--- config.mk ---
export PLATFORM = sky130hd
export DESIGN_NAME = lps_rem
export DESIGN_NICKNAME = d
export VERILOG_FILES = /design/src/hdl/lps_pkg.sv /design/src/hdl/lps_rem.sv
export SDC_FILE = /design/constraint.sdc
export NUM_CORES = 1
export LEC_CHECK = 0
export BUFFER_PORTS_ARGS = -buffer_cell sky130_fd_sc_hd__buf_2
export CORE_MARGIN = 1
export CORE_UTILIZATION = 55
export CTS_CLUSTER_SIZE = 20
export DETAILED_ROUTE_END_ITERATION = 6
export PLACE_DENSITY = 0.75
export SYNTH_ARGS = -nofsm -noshare
export SYNTH_HDL_FRONTEND = slang
export SYNTH_SLANG_ARGS = --single-unit
--- constraint.sdc ---
create_clock -name aclk -period 13.5 [get_ports aclk]
set_clock_uncertainty 0.2 [all_clocks]
set_input_delay 4.05 -clock aclk [delete_from_list [all_inputs] [get_ports aclk]]
set_output_delay 4.05 -clock aclk [all_outputs]
set_load 0.005 [all_outputs]
--- src/hdl/lps_pkg.sv ---
package lps_pkg;

    // Field widths of the item and result transactions and of the limit register.
    localparam int NUM_W     = 14;
    localparam int CFG_W     = 15;
    localparam int CNT_OUT_W = 12;

    // Defaults for the top-level parameters.
    localparam int MAX_N_DEF      = 16384;
    localparam int MAX_PRIMES_DEF = 2048;

    // Smallest number that can be prime.
    localparam int MIN_PRIME = 2;

    // Width of the run tag kept in every bitmap entry.
    localparam int EPOCH_W = 4;

    // Remainder unit: quotient bits retired per cycle.
    localparam int DIV_BITS = 2;

    // Configuration port.
    localparam int PADDR_W = 3;
    localparam int PDATA_W = 32;

    // Register index (paddr[2]) of the limit register.
    localparam logic REG_LIMIT = 1'b0;

    localparam logic [CFG_W-1:0] LIMIT_RESET = 15'd10000;

    // Control into and status out of the remainder unit.
    typedef struct packed {
        logic             start;
        logic [NUM_W-1:0] dividend;
        logic [NUM_W-1:0] divisor;
    } rem_ctl_t;

    typedef struct packed {
        logic done;
        logic zero;
    } rem_sts_t;

endpackage

--- src/hdl/lps_rem.sv ---
module lps_rem (
    input  logic             aclk,
    input  logic             aresetn,
    input  lps_pkg::rem_ctl_t ctl,
    output lps_pkg::rem_sts_t sts
);

    localparam int STEPS = lps_pkg::NUM_W / lps_pkg::DIV_BITS;
    localparam int SC_W  = (STEPS > 1) ? $clog2(STEPS) : 1;

    logic                      busy_reg, busy_next;
    logic                      done_reg, done_next;
    logic [SC_W-1:0]           cnt_reg, cnt_next;
    logic [lps_pkg::NUM_W-1:0] dvd_reg, dvd_next;
    logic [lps_pkg::NUM_W-1:0] rem_reg, rem_next;
    logic [lps_pkg::NUM_W-1:0] dvs_reg, dvs_next;
    logic [lps_pkg::NUM_W-1:0] step_rem;
    logic [lps_pkg::NUM_W-1:0] step_dvd;

    // Restoring division, a few quotient bits per cycle; only the remainder is kept.
    always_comb begin
        logic [lps_pkg::NUM_W:0]   t;
        logic [lps_pkg::NUM_W-1:0] r;
        logic [lps_pkg::NUM_W-1:0] d;
        r = rem_reg;
        d = dvd_reg;
        for (int i = 0; i < lps_pkg::DIV_BITS; i++) begin
            t = {r, d[lps_pkg::NUM_W-1]};
            if (t >= {1'b0, dvs_reg}) begin
                t = t - {1'b0, dvs_reg};
            end
            r = t[lps_pkg::NUM_W-1:0];
            d = {d[lps_pkg::NUM_W-2:0], 1'b0};
        end
        step_rem = r;
        step_dvd = d;
    end

    always_comb begin
        busy_next = busy_reg;
        done_next = done_reg;
        cnt_next  = cnt_reg;
        dvd_next  = dvd_reg;
        rem_next  = rem_reg;
        dvs_next  = dvs_reg;
        if (ctl.start) begin
            busy_next = 1'b1;
            done_next = 1'b0;
            cnt_next  = '0;
            dvd_next  = ctl.dividend;
            rem_next  = '0;
            dvs_next  = ctl.divisor;
        end else if (busy_reg) begin
            dvd_next = step_dvd;
            rem_next = step_rem;
            cnt_next = cnt_reg + 1'b1;
            if (cnt_reg == SC_W'(STEPS - 1)) begin
                busy_next = 1'b0;
                done_next = 1'b1;
            end
        end
    end

    always_ff @(posedge aclk) begin
        if (!aresetn) begin
            busy_reg <= 1'b0;
            done_reg <= 1'b0;
            cnt_reg  <= '0;
        end else begin
            busy_reg <= busy_next;
            done_reg <= done_next;
            cnt_reg  <= cnt_next;
        end
    end

    always_ff @(posedge aclk) begin
        dvd_reg <= dvd_next;
        rem_reg <= rem_next;
        dvs_reg <= dvs_next;
    end

    assign sts.done = done_reg;
    assign sts.zero = (rem_reg == '0);

endmodule

[Word level (Yosys, flattened, before mapping)]
Cells that the tools add are included.
Storage, ports and cells
  register bits: 47
  input bits: 31
  output and inout bits: 2
  logic and storage cells: 24
Operators by class
  $add $sub $neg: 3
  order comparisons: 2
  eq/ne operators: 1
  multiplexer cells: 7
  bitwise logic cells: 1
  reduce and logical (&&, ||, !) cells: 4
Operator list (number)
  two-way mux 14 bit: 4
  greater-or-equal comparator 15 x 14 -> 1 bit: 2
  subtractor 14 bit: 2
  zero test 14 bit: 1
  adder 3 x 1 -> 3 bit (second input constant): 1
  == test 3 bit (second input constant): 1
  two-way mux 1 bit: 3
  AND reduction 2 bit: 1
  nonzero test 2 bit: 1
  OR reduction 2 bit: 1
  NOT 1 bit: 1

[Logic depth before layout (Yosys ltp)]
Gate-level depths: netlist (run 1).
  word-level depth: 4
  mapped depth: 20
  depth with buffers taken out: 19

[Worst setup path after synthesis (run 1)]
No wires, ideal clock.
  path type: reg-to-output
  start point: register rem_reg[0] (netlist name)
  end point: output port sts[0] (netlist name)
  data arrival time: 1107 ps
  required time: 9250 ps
  setup slack: 8143 ps
  cell stages (with the launch flop): 3
  buffers on the path: 0
  cells stage by stage: dfxtp_1 or4_1 nor4_1
RTL lines
  start: declaration: RTL line lps_rem.sv:15  | logic [lps_pkg::NUM_W-1:0] rem_reg, rem_next;
  start signal: assignment: RTL line lps_rem.sv:78  | rem_reg <= rem_next;
  end: declaration: RTL line lps_rem.sv:5  | output lps_pkg::rem_sts_t sts

==> results of run 1 <==
## worst max-delay path: cells and delay by family (launching register included)
kind                   cells  cell delay (ns)
DFF                        1             0.37
and+or+nand+nor            2             0.75
buffers and inverters      1             0.17
## cells by family (layout without fill, tap and decap cells)
| kind of cell | Yosys count | in the layout | synth area share, % |
|---|---|---|---|
| AND/OR/NAND/NOR | 94 | 94 | 13.34 |
| multiplexers | 41 | 41 | 12.74 |
| adder cells (fa/ha/maj) | 32 | 32 | 11.65 |
| buffers and inverters | 39 | 67 | 4.949 |
| flip-flops | 47 | 47 | 34.26 |
| XOR/XNOR | 17 | 17 | 4.177 |
| AO/OA/AOI/OAI | 92 | 92 | 18.88 |
## layout by cell type (no fill, tap or decap), drive strengths merged, types with 4 or more instances in the layout
cell type	instances
o211ai	4
mux2	26
nor2	37
buf	32
ha	30
edfxtp	28
mux2i	15
a21o	8
o21ai	13
a211oi	17
a21oi	19
nand2b	7
clkbuf	7
dfxtp	19
nor3	8
nand3	7
xor2	7
o31a	4
nor2b	6
a31oi	4
xnor2	10
inv	27
nor4	4
nand2	11
## cell usage after synthesis, types with 3 or more instances
cell type and instances:
mux2i_1 15, o21ai_0 11, o211ai_1 3, xor2_1 7, a31oi_1 4, and2_1 3, edfxtp_1 28, dfxtp_1 19
nand3_1 7, inv_1 27, mux2_4 3, a211oi_1 16, xnor2_1 10, nand4_1 3, nor2_1 37, nor4_1 4
a21oi_1 17, nor3_1 7, o21a_1 3, nand2b_1 7, o31a_1 4, a21o_1 8, nor2b_1 5, ha_1 30
clkbuf_1 6, mux2_2 21, nand2_1 11
## final timing paths
path | from | endpoint | slack (ns)
setup / recovery | rem_reg[0] | sts[0] | 7.65
hold / removal | cnt_reg[1] | cnt_reg[1] | 0.31
setup reg to reg | dvs_reg[1] | rem_reg[0] | 8.18
hold reg to reg | cnt_reg[1] | cnt_reg[1] | 0.31
## per-stage QoR
step	instance area, µm²	utilization [%]	cells
5_1_grt	3850	63.16	465
3_5_place_dp	3744	61.41	457
3_3_place_gp	3744	61.41	457
6_report	3850	63.16	465
4_1_cts	3850	63.16	465
2_1_floorplan	3565	-	362
## area by class of cell
type	count	area, µm²	share of cell area (%)
Multi-Input combinational cell	276	2167	56.29
Inverter	27	101.3	2.632
Clock buffer	7	76.32	1.982
Tap cell	75	93.84	2.437
Clock inverter	1	30.03	0.7800
Timing Repair Buffer	32	160.2	4.160
Sequential cell	47	1221	31.72
## power by group
part / internal [mW] / switching, mW
sequential: 0.170 / 0.0132
combinational: 0.182 / 0.229
clock: 0.0555 / 0.0474
## metal layers
layer  vias to the layer above  routed length [µm]  track usage, %
li1                       1402                   -               -
met1                      1363                3587           33.43
met2                        72                3677           40.99
met3                        11                 306           3.626
met4                         0                 111           7.069
met5                         -                   0               0
==> results.yml, run 1 <==
logic_synthesis:
  synth_edf_count: 28
  synth-seq-area-share_pct: 34.26
  synth_cell_types: 62
  syn_avg_cell_area_um2: 9.847
  ys.flop_type: "edfxtp_1"
  netlist_top_cells_area: "edfxtp_1 24%, dfxtp_1 11%, ha_1 11%"
  synth_top_cell_by_area: "edfxtp_1"
  synthesis.nets: 425
  netlist_area_um2: 3565
  synth_top_cell_area_share_pct: 23.59
  yosysWarnings: 0
  async_reset_ff_share_pct: 0
  ys_seq_elements: 47
  syn_inst: 362
setup_path:
  arrival_ns: 1.60
  crit_slowest_cell: "or4_1"
  reg2regPathDepth: 16
  crit_type: "register to output pin"
  crit_chain: "or4_1 > nor4_1 > buf_2"
  critPathMaxStageDelay_ns: 0.50
  cp_data_required_time_ns: 9.25
  critical_path.max_fanout: 5
  critPathLaunchType: "register"
  crit_path_end_kind: "output pin"
drt:
  wl_per_cell_um: 16.52
  dr.pass1.iters: 5
  viasPerCell: 6.125
  drc: 0
  num_vias: 2848
  ant_nets: 0
  drt-initial-drc-count: 163
  drt_wl_total_um: 7682
timing:
  holdWs_ns: 0.3059
  setup-tns-final_ns: 0
  max_slew_margin_pct: 23.68
  finalMaxSlewViolations: 0
  fmax_ghz: 0.1709
  period_share_pct: 43.35
  fin_ws_ns: 7.648
  fin_crit_ns: 5.852
  tightest_slew_ns: 1.143
  hold_viol_final: 0
  rsz0062_at_grt: "false"
  setup_violations: 0
power_and_ir_drop:
  p_leak_nw: 1.670
  vdd_ir_drop_max_v: 0.0001110
  cellPowerDensity_nw_per_um2: 181.1
  power_uw: 697.3
cts:
  clk_latency_ns: 0.31
  numCtsBuffers: 5
  hold_buffers: 0
  cts.sinks: 47
  cts_resized: 0
  cts_tree: "done"
  cts_root_buffer: "clkbuf_8"
  post_cts_buffers: 0
  cts.clk_slew.worst_paths_ns: 0.09
  clockBufferDepth: 2
  htreeDepth: 2
outcome:
  outcome: "finished clean"
global_routing:
  grt_pass1_wl_um: 12670
  track_usage_pct: 24.69
  grt_max_degree: 47
  grt-ovfl-total: 0
  grt_pass1_vias: 2698
  antenna_found_initial: 0
placed_design:
  pre_cts_ws_ns: 7.739
  dp_hpwl_um: 5814
  io_buffers: 32
  place_congestion: 0.9138
floorplanning:
  ios: 33
  design.core.area_um2: 6096
  row_count: 28
  die_h_um: 82.51
  die_area_um2: 6807
  initial_core_util_pct: 58.48
  die_x_um: 82.51
job:
  maxCapViolations: 0
layout:
  nNetsFinal: 452
  fill_cells: 533
  diodes: 0
  syn_to_final_growth_pct: 8.003
  drive_gt1_share_pct: 18.21
min_path:
  hold_path.class: "register to register"
  hold_depth: 2
Note: power is estimated with default switching activity, not from simulation.
==> run 2, diff against run 1 <==
clock period = 5.4 ns   (was 13.5 ns; I/O delays follow)
==> run 2 against run 1 <==
  * Critical path depth grew 14
  * Largest cell class unchanged
  * Clock power grew 100%
  * Cell count increased by 0.22%
  * Sequential cell count did not move
  * Worst setup slack worse by 7.3 ns
  * First-iteration DRC count decreased by 17%
  * Cell area fell by 0.36%
  * Wire length is 5.4% lower
  * Power increased by 140%
  * Die area unchanged
  * Utilization decreased by 0.23 points
==> results.yml, run 2 (same netlist as run 1, synthesis figures left out) <==
floorplanning:
  ios: 33
  die_h_um: 82.51
  die_area_um2: 6807
  initial_core_util_pct: 58.48
  die_x_um: 82.51
  design.core.area_um2: 6096
  row_count: 28
cts:
  cts.clk_slew.worst_paths_ns: 0.09
  cts_tree: "done"
  clockBufferDepth: 2
  clk_latency_ns: 0.30
  cts.sinks: 47
  cts_root_buffer: "clkbuf_8"
  cts_resized: 0
  numCtsBuffers: 5
  post_cts_buffers: 0
  htreeDepth: 2
  hold_buffers: 0
setup_path:
  cpLargestDelayFamily: "compound AO/OA/AOI/OAI gates"
  crit_slowest_cell: "o311ai_0"
  arrival_ns: 5.04
  crit_chain: "inv_1 > ha_1 > nor2b_4 > o31ai_2 > a21oi_2 > a211o_1 > a21oi_4 > buf_4 > mux2i_1 > ha_1 > nor2b_1 > o31a_1 > o31a_1 > o21a_1 > o311ai_0 > mux2i_1 > a211oi_1"
  critPathMaxStageDelay_ns: 0.46
  crit_type: "register to register"
  crit_path_end_kind: "register"
  critical_path.max_fanout: 8
  timing.critical_path.buf_inv: 2
  cp_data_required_time_ns: 5.41
  critPathLaunchType: "register"
global_routing:
  grt_pass1_wl_um: 12080
  grt_max_degree: 47
  track_usage_pct: 23.64
  grt-ovfl-total: 0
  grt_pass1_vias: 2613
  antenna_found_initial: 0
timing:
  period_share_pct: 93.10
  setup_violations: 0
  fin_crit_ns: 5.027
  max_slew_margin_pct: 25.39
  tightest_slew_ns: 1.118
  rsz0062_at_grt: "false"
  hold_viol_final: 0
  finalMaxSlewViolations: 0
  fmax_ghz: 0.1989
  setup-tns-final_ns: 0
  holdWs_ns: 0.2858
drt:
  drc: 0
  wl_per_cell_um: 15.60
  ant_nets: 0
  wl_met1_um: 3521
  viasPerCell: 5.987
  route.met2.wl_um: 3368
  drt_wl_total_um: 7271
  routed.top_layer: "met4"
  wl_met3_um: 295
  dr.pass1.iters: 4
  num_vias: 2790
  drt-initial-drc-count: 136
power_and_ir_drop:
  cellPowerDensity_nw_per_um2: 436.5
  p_leak_nw: 1.665
  vdd_ir_drop_max_v: 0.0002075
layout:
  syn_to_final_growth_pct: 7.617
  nNetsFinal: 453
  drive_gt1_share_pct: 18.41
  diodes: 0
  final_cell_mix: "37 x nor2_1, 32 x buf_2, 30 x ha_1, 28 x edfxtp_1, 27 x inv_1"
  utilization_pct: 62.93
  final_common_cell: "nor2_1"
  design_area_um2: 3836
placed_design:
  post_dp_cell_area_um2: 3751
  io_buffers: 32
  place_congestion: 0.9423
  dp_hpwl_um: 5605
min_path:
  hold_path.class: "register to register"
job:
  maxCapViolations: 0
outcome:
  outcome: "finished clean"
[run 2: metrics by stage]
| step | worst slack (ns) | cells | power [mW] |
|---|---|---|---|
| finish | 0.3729 | 466 | 1.675 |
| global route | 0.002701 | 466 | 1.795 |
| CTS | 0.4049 | 466 | 1.670 |
| detailed placement | 0.4467 | 458 | 1.454 |
| global placement | 0.5326 | 458 | 1.436 |
| floorplan | 1.031 | 362 | 1.294 |
[run 2: final cells by class]
type / instances / area (µm²)
Timing Repair Buffer: 33 / 167.7
Tap cell: 75 / 93.84
Clock inverter: 2 / 12.51
Clock buffer: 6 / 72.57
Fill cell: 530 / 2260
Multi-Input combinational cell: 276 / 2167
Sequential cell: 47 / 1221
Inverter: 27 / 101.3
[run 2: worst paths after layout]
kind,start,end,slack [ns],depth (start not counted)
max,dvs_reg[1],rem_reg[13],0.37,17
max reg2reg,dvs_reg[1],rem_reg[13],0.37,17
min,done_reg,done_reg,0.29,2
min reg2reg,done_reg,done_reg,0.29,2
[run 2: power breakdown]
| group | leakage (nW) | internal, mW | switching (mW) |
|---|---|---|---|
| clock network | 0.0428 | 0.0907 | 0.116 |
| logic | 1.19 | 0.458 | 0.550 |
| registers | 0.436 | 0.424 | 0.0362 |
[run 2: tightest hold or removal path, stage by stage (launching register included)]
cell and delay (ns):
dfxtp_1 0.34, a31oi_1 0.04, nor2_1 0.07
[run 2: per-layer routing]
layer | track usage (%) | vias to the layer above
met4 | 6.207 | 0
met3 | 3.846 | 7
met2 | 39.59 | 55
li1 | - | 1408
met1 | 31.70 | 1320
met5 | 0 | -
==> run 3, diff against run 2 <==
CORE_UTILIZATION = 35   (was 55)
PLACE_DENSITY = default   (was 0.75)
==> run 3 against run 2 <==
  * Via count fell by 1.0%
  * Wire length rose by 4.3%
  * Die area rose by 56%
  * Sequential power barely moved
  * Sequential share of layout area fell by 0.66 points
  * Count of clock-buffer cells in the layout did not move
  * Sequential cell count did not move
  * Cell count rose by 13%
  * Power rose by 0.35%
  * Largest cell class unchanged
==> results.yml, run 3 (same netlist as run 1, synthesis figures left out) <==
outcome:
  outcome: "finished clean"
min_path:
  worstHoldStart: "done_reg"
  hold_path.class: "register to register"
  min_to: "done_reg"
  hold_depth: 2
power_and_ir_drop:
  power.share.clock_pct: 12.6
  cellPowerDensity_nw_per_um2: 429.0
  p_leak_nw: 1.672
  vdd_ir_drop_max_v: 0.0001763
  pwr-share-seq_pct: 27.3
  p_comb_share_pct: 60.1
  power_mw: 1.680
  swShare_pct: 42.09
  power_switching_uw: 707.2
  intPower_uw: 973.2
job:
  maxCapViolations: 0
setup_path:
  rrSetupSlack_ns: 0.44
  arrival_ns: 4.99
  cp_data_required_time_ns: 5.42
  reg2regPathDepth: 17
  crit_type: "register to register"
  critPathLaunchType: "register"
  r2r-end: "rem_reg[0]"
  rr_startpoint: "dvs_reg[1]"
  critical_path.max_fanout: 14
  crit_path_end_kind: "register"
cts:
  hold_buffers: 0
  numCtsBuffers: 5
  post_cts_buffers: 0
  cts_resized: 0
  cts.sinks: 47
  cts_root_buffer: "clkbuf_8"
  clockBufferDepth: 2
  clk_latency_ns: 0.30
  htreeDepth: 2
  cts_tree: "done"
  cts.clk_slew.worst_paths_ns: 0.09
placed_design:
  post_dp_cell_area_um2: 3831
  io_buffers: 32
  dp_hpwl_um: 5908
  placedCellCount: 517
  pre_cts_ws_ns: 0.4775
  place_congestion: 0.8723
global_routing:
  grt-ovfl-total: 0
  track_usage_pct: 15.20
  antenna_found_initial: 0
  grt_pass1_vias: 2657
  grt_pass1_wl_um: 12560
  grt_max_degree: 39
timing:
  finalMaxSlewViolations: 0
  hold_viol_final: 0
  tightest_slew_ns: 1.144
  fin_crit_ns: 4.964
  holdWs_ns: 0.2927
  setup_violations: 0
  max_slew_margin_pct: 23.60
  setup-tns-final_ns: 0
  period_share_pct: 91.93
  fmax_ghz: 0.2014
  rsz0062_at_grt: "false"
  fin_ws_ns: 0.4356
layout:
  fill_cells: 1055
  final_common_cell: "nor2_1"
  syn_to_final_growth_pct: 9.898
  diodes: 0
  drive_gt1_share_pct: 18.88
  design_area_um2: 3918
  final_cell_mix: "37 x nor2_1, 32 x buf_2, 30 x ha_1, 28 x edfxtp_1, 27 x inv_1"
  nNetsFinal: 454
  utilization_pct: 39.90
  finalNonFillerCells: 525
drt:
  num_vias: 2762
  viasPerCell: 5.261
  wl_per_cell_um: 14.44
  dr.pass1.iters: 6
  drt-initial-drc-count: 129
  drt_wl_total_um: 7581
  drc: 0
  ant_nets: 0
floorplanning:
  row_count: 36
  die_area_um2: 10590
  initial_core_util_pct: 36.30
  die_x_um: 102.9
  die_h_um: 102.9
  ios: 33
  design.core.area_um2: 9819
## run 3: how the worst max path moves through the flow
stage	from	endpoint	slack [ns]	cells after the start
3_3_place_gp	dvs_reg[1]	rem_reg[0]	0.58	17
3_5_place_dp	dvs_reg[1]	rem_reg[0]	0.48	17
2_1_floorplan	dvs_reg[1]	rem_reg[0]	1.03	18
6_report	dvs_reg[1]	rem_reg[0]	0.44	17
5_1_grt	dvs_reg[1]	rem_reg[0]	0.18	17
4_1_cts	dvs_reg[1]	rem_reg[0]	0.43	17
## run 3: worst max-delay path: stages (launching register included)
cell,delay [ns]
edfxtp_1,0.37
inv_1,0.17
ha_1,0.28
nor2b_4,0.14
o31ai_2,0.31
a21oi_2,0.12
a211o_1,0.35
a21oi_4,0.12
buf_4,0.25
mux2_2,0.38
ha_1,0.33
a21o_1,0.19
a21oi_1,0.30
o21ai_0,0.15
o221ai_1,0.32
o211ai_4,0.29
mux2_1,0.38
a211oi_1,0.21
## run 3: cell type report
class                           count  area, µm²  share of cell area [%]
Tap cell                          133      166.4                   4.248
Clock buffer                        6      72.57                   1.852
Timing Repair Buffer               34      175.2                   4.471
Multi-Input combinational cell    276       2167                   55.32
Sequential cell                    47       1221                   31.17
Inverter                           27      101.3                   2.587
Clock inverter                      2      13.76                  0.3513
## run 3: power by group through the flow
stage	registers [mW]	clock network (mW)	logic, mW
floorplan	0.451	0	0.843
detailed placement	0.467	0	0.995
CTS	0.459	0.219	1.00
finish	0.459	0.212	1.01
global placement	0.466	0	0.982
global route	0.465	0.232	1.12
## run 3: metal layers
layer | global-route usage [%] | vias up | part of all wire (%)
li1 | - | 1404 | -
met1 | 20.62 | 1303 | 50
met2 | 25.74 | 49 | 46
met3 | 1.763 | 6 | 2.6
met4 | 3.792 | 0 | 0.98
met5 | 0 | - | 0
